### src/mqsb_pkg.sv
package mqsb_pkg;

    localparam int ACTION_W = 1;
    localparam int QID_W    = 3;
    localparam int VALUE_W  = 32;
    localparam int STATUS_W = 2;

    localparam logic [ACTION_W-1:0] ACT_ENQ = 1'b0;
    localparam logic [ACTION_W-1:0] ACT_DEQ = 1'b1;

    localparam logic [STATUS_W-1:0] ST_DONE  = 2'd0;
    localparam logic [STATUS_W-1:0] ST_FULL  = 2'd1;
    localparam logic [STATUS_W-1:0] ST_EMPTY = 2'd2;

    typedef logic [STATUS_W-1:0]       t_status;
    typedef logic signed [VALUE_W-1:0] t_word;

endpackage

### src/mqsb_ifs.sv
interface mqsb_req_if import mqsb_pkg::*; ();
    logic                valid;
    logic                ready;
    logic [ACTION_W-1:0] action;
    logic [QID_W-1:0]    queue_id;
    t_word               value;

    modport source (output valid, output action, output queue_id, output value, input ready);
    modport sink   (input valid, input action, input queue_id, input value, output ready);
endinterface

interface mqsb_rsp_if import mqsb_pkg::*; ();
    logic    valid;
    logic    ready;
    t_status status;
    t_word   data_out;

    modport source (output valid, output status, output data_out, input ready);
    modport sink   (input valid, input status, input data_out, output ready);
endinterface

### src/multi_queue_shared_buffer.sv
// Up to NUM_QUEUES FIFO queues share one store of CAPACITY data slots. A link
// table chains the slots of every queue and of the free list. The block takes
// one request beat at a time: ready is high only while it is idle. A request
// that succeeds passes the read, link and write-back states before its result
// beat is loaded; one that answers full or empty, as does an out-of-range
// queue, is answered from the read state. Each update reads the link table
// and the head/tail table before it writes them. A waiting result beat holds
// the next request back only when the block itself has a new result to load.
// The link table needs no clearing pass after reset: a fill mark stands in
// for its reset contents, so the block is ready as soon as reset is released.
module multi_queue_shared_buffer import mqsb_pkg::*; #(
    parameter int NUM_QUEUES = 8,
    parameter int CAPACITY   = 64
) (
    input  logic     i_clk,
    input  logic     i_rst_n,
    mqsb_req_if.sink   i_req,
    mqsb_rsp_if.source o_rsp
);

    localparam int AW = (CAPACITY > 1) ? $clog2(CAPACITY) : 1;
    localparam int PW = $clog2(CAPACITY + 1);
    localparam int QW = (NUM_QUEUES > 1) ? $clog2(NUM_QUEUES) : 1;
    localparam logic [PW-1:0] NIL = PW'(CAPACITY);

    localparam logic [1:0] S_IDLE = 2'd0;
    localparam logic [1:0] S_RD   = 2'd1;
    localparam logic [1:0] S_LK   = 2'd2;
    localparam logic [1:0] S_WB   = 2'd3;

    logic [1:0]          r_state, n_state;
    logic [ACTION_W-1:0] r_act;
    logic [QID_W-1:0]    r_qid;
    t_word               r_value;
    logic [PW-1:0]       r_free_head, n_free_head;
    logic [AW-1:0]       r_slot, n_slot;
    logic [NUM_QUEUES-1:0] r_qne;
    logic [2*AW-1:0]     r_queue_mem [NUM_QUEUES];
    logic [2*AW-1:0]     r_qrow;
    t_word               r_data_mem [CAPACITY];
    t_word               r_drd;
    logic                r_ovalid, n_ovalid;
    t_status             r_ostatus;
    t_word               r_odata;

    logic [QW-1:0] w_qidx;
    logic          w_qok, w_qne, w_out_free;
    logic [AW-1:0] w_head, w_tail;
    logic          lk_re, lk_we;
    logic [AW-1:0] lk_raddr, lk_waddr;
    logic [PW-1:0] lk_wdata, lk_rdata;
    logic          q_re, q_we, qne_set, qne_clr, d_we, d_re;
    logic [2*AW-1:0] q_wrow;
    logic          out_load;
    t_status       out_status;
    t_word         out_data;

    assign w_qidx     = QW'(r_qid);
    assign w_qok      = (int'(r_qid) < NUM_QUEUES);
    assign w_qne      = w_qok && r_qne[w_qidx];
    assign w_head     = r_qrow[2*AW-1:AW];
    assign w_tail     = r_qrow[AW-1:0];
    assign w_out_free = !r_ovalid || o_rsp.ready;

    mqsb_link_store #(.CAPACITY(CAPACITY)) u_link (
        .i_clk   (i_clk),
        .i_rst_n (i_rst_n),
        .i_re    (lk_re),
        .i_raddr (lk_raddr),
        .i_we    (lk_we),
        .i_waddr (lk_waddr),
        .i_wdata (lk_wdata),
        .o_rdata (lk_rdata)
    );

    always_comb begin
        n_state     = r_state;
        n_free_head = r_free_head;
        n_slot      = r_slot;
        lk_re       = 1'b0;
        lk_raddr    = r_free_head[AW-1:0];
        lk_we       = 1'b0;
        lk_waddr    = r_slot;
        lk_wdata    = NIL;
        q_re        = 1'b0;
        q_we        = 1'b0;
        q_wrow      = r_qrow;
        qne_set     = 1'b0;
        qne_clr     = 1'b0;
        d_we        = 1'b0;
        d_re        = 1'b0;
        out_load    = 1'b0;
        out_status  = ST_DONE;
        out_data    = '0;
        unique case (r_state)
            S_IDLE: begin
                if (i_req.valid) begin
                    n_state = S_RD;
                end
            end
            S_RD: begin
                if (r_act == ACT_ENQ) begin
                    if (!w_qok || (r_free_head == NIL)) begin
                        out_status = ST_FULL;
                        if (w_out_free) begin
                            out_load = 1'b1;
                            n_state  = S_IDLE;
                        end
                    end else begin
                        q_re    = 1'b1;
                        lk_re   = 1'b1;
                        n_slot  = r_free_head[AW-1:0];
                        n_state = S_LK;
                    end
                end else begin
                    if (!w_qne) begin
                        out_status = ST_EMPTY;
                        if (w_out_free) begin
                            out_load = 1'b1;
                            n_state  = S_IDLE;
                        end
                    end else begin
                        q_re    = 1'b1;
                        n_state = S_LK;
                    end
                end
            end
            S_LK: begin
                if (r_act == ACT_ENQ) begin
                    d_we        = 1'b1;
                    lk_we       = 1'b1;
                    lk_waddr    = r_slot;
                    lk_wdata    = NIL;
                    n_free_head = lk_rdata;
                end else begin
                    n_slot   = w_head;
                    lk_re    = 1'b1;
                    lk_raddr = w_head;
                    d_re     = 1'b1;
                end
                n_state = S_WB;
            end
            S_WB: begin
                if (w_out_free) begin
                    out_load = 1'b1;
                    n_state  = S_IDLE;
                    if (r_act == ACT_ENQ) begin
                        if (w_qne) begin
                            lk_we    = 1'b1;
                            lk_waddr = w_tail;
                            lk_wdata = PW'(r_slot);
                        end
                        q_we    = 1'b1;
                        q_wrow  = {(w_qne ? w_head : r_slot), r_slot};
                        qne_set = 1'b1;
                    end else begin
                        lk_we       = 1'b1;
                        lk_waddr    = r_slot;
                        lk_wdata    = r_free_head;
                        n_free_head = PW'(r_slot);
                        if (lk_rdata == NIL) begin
                            qne_clr = 1'b1;
                        end else begin
                            q_we   = 1'b1;
                            q_wrow = {lk_rdata[AW-1:0], w_tail};
                        end
                        out_data = r_drd;
                    end
                end
            end
            default: begin
                n_state = S_IDLE;
            end
        endcase
    end

    assign n_ovalid = (r_ovalid && !o_rsp.ready) || out_load;

    always_ff @(posedge i_clk) begin
        if (!i_rst_n) begin
            r_state     <= S_IDLE;
            r_free_head <= '0;
            r_qne       <= '0;
            r_ovalid    <= 1'b0;
        end else begin
            r_state     <= n_state;
            r_free_head <= n_free_head;
            r_ovalid    <= n_ovalid;
            if (qne_set) begin
                r_qne[w_qidx] <= 1'b1;
            end else if (qne_clr) begin
                r_qne[w_qidx] <= 1'b0;
            end
        end
    end

    always_ff @(posedge i_clk) begin
        if ((r_state == S_IDLE) && i_req.valid) begin
            r_act   <= i_req.action;
            r_qid   <= i_req.queue_id;
            r_value <= i_req.value;
        end
        r_slot <= n_slot;
        if (out_load) begin
            r_ostatus <= out_status;
            r_odata   <= out_data;
        end
    end

    always_ff @(posedge i_clk) begin
        if (q_we) begin
            r_queue_mem[w_qidx] <= q_wrow;
        end
        if (q_re) begin
            r_qrow <= r_queue_mem[w_qidx];
        end
    end

    always_ff @(posedge i_clk) begin
        if (d_we) begin
            r_data_mem[r_slot] <= r_value;
        end
        if (d_re) begin
            r_drd <= r_data_mem[w_head];
        end
    end

    assign i_req.ready    = (r_state == S_IDLE);
    assign o_rsp.valid    = r_ovalid;
    assign o_rsp.status   = r_ostatus;
    assign o_rsp.data_out = r_odata;

endmodule

### src/mqsb_link_store.sv
module mqsb_link_store import mqsb_pkg::*; #(
    parameter int CAPACITY = 64,
    localparam int AW = (CAPACITY > 1) ? $clog2(CAPACITY) : 1,
    localparam int PW = $clog2(CAPACITY + 1)
) (
    input  logic          i_clk,
    input  logic          i_rst_n,
    input  logic          i_re,
    input  logic [AW-1:0] i_raddr,
    input  logic          i_we,
    input  logic [AW-1:0] i_waddr,
    input  logic [PW-1:0] i_wdata,
    output logic [PW-1:0] o_rdata
);

    // Slots at or above the fill mark were never written and still hold
    // their reset link to the next slot.
    logic [PW-1:0] r_mem [CAPACITY];
    logic [PW-1:0] r_fill;
    logic [PW-1:0] n_fill;
    logic [PW-1:0] r_rd_mem;
    logic [PW-1:0] r_rd_seq;
    logic          r_rd_fresh;

    always_ff @(posedge i_clk) begin
        if (i_we) begin
            r_mem[i_waddr] <= i_wdata;
        end
        if (i_re) begin
            r_rd_mem   <= r_mem[i_raddr];
            r_rd_fresh <= (PW'(i_raddr) >= r_fill);
            r_rd_seq   <= PW'(i_raddr) + PW'(1);
        end
    end

    always_comb begin
        n_fill = r_fill;
        if (i_we && (PW'(i_waddr) == r_fill)) begin
            n_fill = r_fill + PW'(1);
        end
    end

    always_ff @(posedge i_clk) begin
        if (!i_rst_n) begin
            r_fill <= '0;
        end else begin
            r_fill <= n_fill;
        end
    end

    assign o_rdata = r_rd_fresh ? r_rd_seq : r_rd_mem;

endmodule

### src/flat_wrapper.sv
// flat-port wrapper written by rule: the top's interface ports become plain ports
module multi_queue_shared_buffer_flat import mqsb_pkg::*;
#(
    parameter int NUM_QUEUES = 8,
    parameter int CAPACITY   = 64
)
  (i_clk, i_rst_n, i_req_valid, i_req_action, i_req_queue_id, i_req_value, i_req_ready, o_rsp_valid, o_rsp_status, o_rsp_data_out, o_rsp_ready);
  mqsb_req_if i_req_i ();
  mqsb_rsp_if o_rsp_i ();
  input  logic i_clk;
  input  logic i_rst_n;
  input wire logic [$bits(i_req_i.valid)-1:0] i_req_valid;
  input wire logic [$bits(i_req_i.action)-1:0] i_req_action;
  input wire logic [$bits(i_req_i.queue_id)-1:0] i_req_queue_id;
  input wire logic [$bits(i_req_i.value)-1:0] i_req_value;
  output wire logic [$bits(i_req_i.ready)-1:0] i_req_ready;
  output wire logic [$bits(o_rsp_i.valid)-1:0] o_rsp_valid;
  output wire logic [$bits(o_rsp_i.status)-1:0] o_rsp_status;
  output wire logic [$bits(o_rsp_i.data_out)-1:0] o_rsp_data_out;
  input wire logic [$bits(o_rsp_i.ready)-1:0] o_rsp_ready;
  assign i_req_i.valid = i_req_valid;
  assign i_req_i.action = i_req_action;
  assign i_req_i.queue_id = i_req_queue_id;
  assign i_req_i.value = i_req_value;
  assign i_req_ready = i_req_i.ready;
  assign o_rsp_valid = o_rsp_i.valid;
  assign o_rsp_status = o_rsp_i.status;
  assign o_rsp_data_out = o_rsp_i.data_out;
  assign o_rsp_i.ready = o_rsp_ready;
  multi_queue_shared_buffer #(.NUM_QUEUES(NUM_QUEUES), .CAPACITY(CAPACITY)) u_core (.i_clk(i_clk), .i_rst_n(i_rst_n), .i_req(i_req_i), .o_rsp(o_rsp_i));
endmodule
### config.mk
export PLATFORM = sky130hd
export DESIGN_NAME = multi_queue_shared_buffer_flat
export DESIGN_NICKNAME = d
export VERILOG_FILES = /design/src/mqsb_pkg.sv /design/src/mqsb_ifs.sv /design/src/multi_queue_shared_buffer.sv /design/src/mqsb_link_store.sv /design/src/flat_wrapper.sv
export SDC_FILE = /design/constraint.sdc
export NUM_CORES = 2
export LEC_CHECK = 0
export BUFFER_PORTS_ARGS = -buffer_cell sky130_fd_sc_hd__buf_4
export CORE_ASPECT_RATIO = 0.75
export CORE_MARGIN = 1
export CORE_UTILIZATION = 50
export CTS_BUF_LIST = sky130_fd_sc_hd__clkbuf_8 sky130_fd_sc_hd__clkbuf_16
export DETAILED_ROUTE_END_ITERATION = 16
export GPL_TIMING_DRIVEN = 0
export PLACE_DENSITY = 0.65
export SETUP_SLACK_MARGIN = 0.5
export SYNTH_ARGS = -nofsm -noshare
export SYNTH_HDL_FRONTEND = slang
export SYNTH_HIERARCHICAL = 1
export SYNTH_SLANG_ARGS = --single-unit
### constraint.sdc
create_clock -name i_clk -period 9.6 [get_ports i_clk]
set_input_delay 0.48 -clock i_clk [delete_from_list [all_inputs] [get_ports i_clk]]
set_output_delay 0.48 -clock i_clk [all_outputs]
set_load 0.02 [all_outputs]
# Word level (Yosys, flattened, before mapping)
# Memories as Yosys holds them, arrays and structs flattened. A register that Yosys moved wholly into a read port is not among the register bits.
# Cells that the tools add are included.
totals:
  mem_count: 3
  ramBits: 2592
  regBits: 109
  input_bits: 40
memory_table:
  columns: ["name", "words", "word_bits", "rd", "rd_clocked_by_memory_dff", "write_ports", "line_no", "source"]
  rows:
  - ["u_core.r_data_mem", 64, 32, 1, 1, 1, "multi_queue_shared_buffer.sv:40", "t_word r_data_mem [CAPACITY];"]
  - ["u_core.u_link.r_mem", 64, 7, 1, 1, 1, "mqsb_link_store.sv:18", "logic [PW-1:0] r_mem [CAPACITY];"]
  - ["u_core.r_queue_mem", 8, 12, 1, 1, 1, "multi_queue_shared_buffer.sv:38", "logic [2*AW-1:0] r_queue_mem [NUM_QUEUES];"]
op_classes:
  reduce_logical: 15
  add_sub_neg: 2
  n_eq_ne: 13
  bitwise_logic: 3
  mux: 73
  n_lt_le_gt_ge: 3
op_table:
  columns: ["operator", "n"]
  rows:
  - ["2-to-1 mux 6 bit", 10]
  - ["2-to-1 mux 7 bit", 8]
  - ["2-to-1 mux 12 bit", 4]
  - ["2-to-1 mux 1 bit", 34]
  - ["2-to-1 mux 8 bit", 2]
  - ["equality test 7 bit (second input constant)", 2]
  - ["2-to-1 mux 2 bit", 7]
  - ["case mux 7 bit (2 select lines)", 1]
  - ["case mux 6 bit (2 select lines)", 1]
  - ["bitwise AND 8 bit", 1]
  - ["!= test 2 bit (second input constant)", 4]
  - ["NOT 8 bit", 1]
  - ["bitwise OR 8 bit", 1]
  - ["case mux 2 bit (4 select lines)", 1]
  - ["AND reduction 4 bit", 2]
  - ["adder 6 x 1 -> 7 bit (second input constant)", 1]
  - ["adder 7 x 1 -> 7 bit (second input constant)", 1]
  - ["equality test 6 x 7 -> 1 bit", 1]
  - [">= comparator 6 x 7 -> 1 bit", 1]
  - ["!= test 2 x 1 -> 1 bit (second input constant)", 3]
  - ["case mux 1 bit (2 select lines)", 3]
  - ["nonzero test 2 bit", 3]
  - ["equality test 2 bit (second input constant)", 2]
  - ["logical AND 1 bit", 4]
  - ["9 further kinds", 11]

# Depth between registers and ports, before layout
depth:
  ltp_word: 8
  mapped_depth: 17

# Hierarchy
# Netlist, hierarchy kept.
modules_own_cells:
  columns: ["module", "seq_area_each_um2", "cells_each", "area_per_inst_um2", "instances"]
  rows:
  - ["multi_queue_shared_buffer", 68345.5, 3858, 86731.9, 1]
  - ["mqsb_link_store", 14043.5, 955, 18690.4, 1]

# Least setup slack after synthesis
# OpenSTA, ideal clock, no wires.
synth_timing:
  path_type: "flip-flop to flip-flop"
  start: "register u_core.r_state[0]"
  end: "memory u_core/r_data_mem[48][0] (netlist bit) (enable)"
  stages_incl_launch_ff: 6
  path_buffers: 0
  t_arrival_ns: 4.276
  setup_slack_ns: 4.821
  cell_sequence: "dfxtp_1 > inv_1 > ha_1 > nor2b_1 > nand4b_1 > nor4_1"
synth_via:
  elab_chain_len: 4
synth_lines:
  columns: ["item", "line_no", "source"]
  rows:
  - ["from (decl)", "multi_queue_shared_buffer.sv:31", "logic [1:0] r_state, n_state;"]
  - ["from (signal assigned)", "multi_queue_shared_buffer.sv:186", "r_state <= n_state;"]
  - ["equality test 2 bit", "multi_queue_shared_buffer.sv:95", "unique case (r_state)"]
  - ["2-to-1 mux 1 bit", "multi_queue_shared_buffer.sv:95", null]
  - ["2-to-1 mux 1 bit", "multi_queue_shared_buffer.sv:220", "if (d_we) begin"]
  - ["2-to-1 mux 1 bit (not written as such)", "multi_queue_shared_buffer.sv:221", "r_data_mem[r_slot] <= r_value;"]
  - ["to (decl)", "multi_queue_shared_buffer.sv:40", null]
# Every way passes these cells.

# Worst setup path after layout
layout_timing:
  start: "register u_core.r_qrow[8], read port of u_core.r_queue_mem"
  end: "register u_core.u_link.r_rd_mem[0], read port of u_core.u_link.r_mem (data pin)"
layout_via:
  elab_chain_len: 2
layout_lines:
  columns: ["item", "line_no", "source"]
  rows:
  - ["from (decl)", "multi_queue_shared_buffer.sv:39", "logic [2*AW-1:0] r_qrow;"]
  - ["2-to-1 mux 6 bit", "multi_queue_shared_buffer.sv:129", "if (r_act == ACT_ENQ) begin"]
  - ["2-to-1 mux 6 bit", "multi_queue_shared_buffer.sv:95", null]
  - ["via u_core.lk_raddr[2]", "multi_queue_shared_buffer.sv:50", "logic [AW-1:0] lk_raddr, lk_waddr;"]
  - ["to (decl)", "mqsb_link_store.sv:21", "logic [PW-1:0] r_rd_mem;"]
# The timed path passes the listed nets, and every way through them passes these cells.
# A chain may end at the register's enable or synchronous reset.

==> results_dict.tcl <==
set metrics [dict create \
    rr_worst_depth 11 \
    start_util_pct 50.5 \
    violations "design-rule violations, max-capacitance violations, max-slew violations" \
    r2r-end "u_core/u_link/r_rd_mem[0]" \
    hpwl_um 208000 \
    skew_ns 0.0570 \
    rows 145 \
    insertion_delay_ns 0.85 \
    critPathArrivalTime_ns 7.18 \
    cpMostUsedCell "buf_2" \
    drtAntennaViolNets 0 \
    endpoint_kind "flip-flop" \
    synth_edf_count 2727 \
    root_buffer "clkbuf_16" \
    met2_usage_pct 39.1 \
    startpoint_type "flip-flop" \
    r2r_slack_ns 3.11 \
    cts-buffers-inserted 271 \
    finalCriticalPeriod_ns 6.49 \
    clock-sinks 2752 \
    slowest_delay_ns 0.97 \
    syn2layout_area_growth_pct 16.0 \
    die_area_sq_um 213000 \
    cts.clk_slew.worst_paths_ns 0.06 \
    utilization_pct 58.5 \
    antenna_found_initial 21 \
    min_path_type "input pin to flip-flop" \
    die_w_um 532 \
    ios 76 \
    post-route-period-util_pct 67.6 \
    post_drt_wl_per_cell_um 36.9 \
    leakagePower_nw 37.6 \
    relSlewSlack_pct -5.45 \
    p_per_area_nw_per_um2 203 \
    globalplace.congestion 0.893 \
    clock_path_buffers 4 \
    synth_cells 4813 \
    r2r-start "u_core/r_qrow[8]" \
    drv_slew 33 \
    fmax_ghz 0.154 \
    setup_tns_ns 0 \
    grt_max_degree 47 \
    yosysWarnings 6 \
    fp.coreArea_sq_um 209000 \
    crit_fanout 10 \
    cts_hold_buf 38 \
    cts_tree "built" \
    synth_nets 4865 \
    ctsHtreeMaxLevel 5 \
    dieHeight_um 400 \
    gr-total-overflow 0 \
    drt_iter0_drc 9516 \
    hold_viol 0 \
    yosys.cell_types.count 59 \
    crit_end "u_core/u_link/r_rd_mem[0]" \
    grtUsageTotal_pct 29.0 \
    cts_setup_buffers 0 \
    setup_viol 0 \
    grtUsageMet1_pct 44.0 \
    rsz0062_at_grt "false" \
    slowest_stage "a211oi_1" \
    worst_pin_slew_ns 1.58 \
    syn_area_sq_um 105000 \
    io_buffers 75 \
    drt-pass1-iter-count 13 \
    crit_required_ns 10.29 \
    dominantRegCellSynth "edfxtp_1" \
    ys_seq_area_share_pct 78.2 \
    drv_cap 3 \
    ir_drop_uv 145 \
    met3_usage_pct 10.2 \
    min-delay-start "o_rsp_ready" \
    vias_per_cell 6.69 \
    grt_pass1_vias 53000 \
    drive_gt1_share_pct 26.2 \
    nets 5420 \
    postSynthAreaPerCell_sq_um 21.9 \
    routed_wl_um 308000 \
    vias 55900 \
    detail_route.drc_violations 10 \
    status "complete, but fails checks" \
    top_usage_layer "met1" \
    cts_resized 0 \
    synthArstFlopShare_pct 0 \
    path_cells "buf_2 -> buf_2 -> buf_1 -> clkbuf_1 -> mux2_2 -> clkbuf_1 -> buf_2 -> mux2i_1 -> a211oi_1 -> nand3_1 -> nand2_1" \
    path_class "flip-flop to flip-flop" \
    grt_pass1_wl_um 423000 \
    crit_start "u_core/r_qrow[8]" \
    ys_ff_latch 2752 \
]
state kept, by name, summed over array words and instances, names as in the netlist, named ones only:
| register | flops |
|---|---|
| u_core/r_drd | 32 |
| u_core/r_state | 2 |
| u_core/u_link/r_rd_fresh | 1 |
| u_core/u_link/r_fill | 7 |
| u_core/r_qid | 3 |
| u_core/o_rsp.data_out | 32 |
| u_core/u_link/r_mem | 448 |
| u_core/r_free_head | 7 |
| u_core/r_queue_mem | 96 |
| u_core/u_link/r_rd_seq | 7 |
| u_core/r_slot | 6 |
| u_core/r_value | 32 |
| u_core/r_data_mem | 2048 |
| u_core/r_qrow | 12 |
| u_core/u_link/r_rd_mem | 7 |
| u_core/o_rsp.valid | 1 |
| u_core/r_act | 1 |
| u_core/o_rsp.status | 2 |
cell families (layout without fill, tap and decap cells):
kind of cell | Yosys count | count (layout) | share of synthesized area [%]
DFF | 2752 | 2752 | 78.2
muxes | 806 | 806 | 14.9
and+or+nand+nor | 496 | 496 | 2.31
AOI/OAI and AO/OA | 446 | 446 | 3.01
buffers and inverters | 287 | 1031 | 1.34
xor gates and xnor gates | 14 | 14 | 0.116
adders and majority gates | 12 | 12 | 0.142
other | 0 | 3 | 0
cell usage in the layout (no fill, tap or decap), drive strengths merged, types with 9 or more instances in the layout:
cell	instances
clkinv	92
o21ai	54
nand2b	18
or2	9
bufinv	14
dfxtp	25
inv	87
nand2	70
buf	389
a22o	41
o221ai	35
edfxtp	2727
mux4	610
clkbuf	407
a221oi	60
nand4	10
nor2	185
dlygate4sd3	38
mux2	30
a21boi	10
a22oi	57
and2	46
nor2b	33
nand3b	12
nand3	53
o22ai	58
xnor2	10
a211oi	25
a21oi	77
o211a	11
nor3	22
ha	12
mux2i	166
per-stage QoR:
stage / std cells / hold WS, ns / setup slack (ns) / area (sq um) / power (mW)
after floorplan: 4813 / 0.434 / 4.82 / 105000 / 14.3
after global placement: 7681 / 0.451 / -0.403 / 109000 / 14.9
after detailed placement: 7849 / 0.455 / 3.50 / 114000 / 15.0
after CTS: 8349 / 0.0298 / 3.49 / 122000 / 24.9
after global routing: 8350 / 0.0613 / 3.15 / 122000 / 25.4
final: 8353 / 0.0563 / 3.11 / 122000 / 24.9
routing by layer:
layer,vias to the layer above,wire length (um)
li1,21500,-
met1,29600,123000
met2,4222,126000
met3,558,48500
met4,18,10000
met5,-,330
power breakdown:
part | switching (mW) | total (mW) | leakage [nW] | internal (mW)
Clock | 4.40 | 10.0 | 4.27 | 5.63
Sequential | 0.0519 | 13.3 | 24.1 | 13.3
Combinational | 0.973 | 1.49 | 9.25 | 0.521
Total | 5.43 | 24.9 | 37.6 | 19.4
Yosys cell counts, types with 4 or more instances:
cell,count,share of area (%)
edfxtp_1,2727,78
mux4_2,610,13
nor2_1,185,0.66
mux2i_1,166,1.6
clkbuf_1,125,0.45
a21oi_1,77,0.37
buf_2,77,0.37
nand2_1,70,0.25
a221oi_1,60,0.50
o22ai_1,58,0.34
a22oi_1,57,0.41
nand3_1,53,0.25
o21ai_0,48,0.23
buf_4,47,0.33
and2_1,45,0.27
a22o_1,41,0.34
o221ai_1,35,0.29
nor2b_1,33,0.20
a211oi_1,25,0.18
dfxtp_1,25,0.47
mux2_2,24,0.26
nor3_1,22,0.10
nand2b_1,18,0.11
inv_1,16,0.057
buf_1,13,0.046
ha_1,12,0.14
nand3b_1,12,0.085
o211a_1,11,0.10
nand4_1,10,0.059
xnor2_1,10,0.083
or2_2,9,0.053
a21boi_0,8,0.057
buf_6,8,0.085
or3_1,8,0.047
and3_1,7,0.042
or4_1,7,0.050
mux2_1,6,0.064
o21ai_1,6,0.028
or3b_2,6,0.050
nor4_1,4,0.024
xor2_1,4,0.033
how the worst min path moves through the flow:
| stage | end | cells past startpoint | slack [ns] |
|---|---|---|---|
| after floorplan | flip-flop | 2 | 0.43 |
| after global placement | flip-flop | 2 | 0.45 |
| after detailed placement | flip-flop | 2 | 0.46 |
| after CTS | u_core/o_rsp.valid | 3 | 0.03 |
| after global routing | u_core/o_rsp.valid | 3 | 0.06 |
| final | u_core/o_rsp.valid | 3 | 0.06 |
final cells by class:
| class | instances | area, sq um |
|---|---|---|
| Buffer | 271 | 1360 |
| Fill cell | 14600 | 86600 |
| Multi-Input combinational cell | 1774 | 22200 |
| Clock buffer | 281 | 7000 |
| Timing Repair Buffer | 282 | 4600 |
| Tap cell | 2793 | 3490 |
| Antenna cell | 3 | 7.51 |
| Sequential cell | 2752 | 82400 |
| Clock inverter | 181 | 1180 |
| Inverter | 16 | 60.1 |
critical path: cells and delay by family (launching register included):
family	cells	cell delay [ns]
buffers and inverters	6	3.95
multiplexers	2	0.55
AO/OA/AOI/OAI	1	0.97
flip-flops	1	0.46
AND/OR/NAND/NOR	2	0.38
Note: power is estimated with default switching activity, not from simulation.
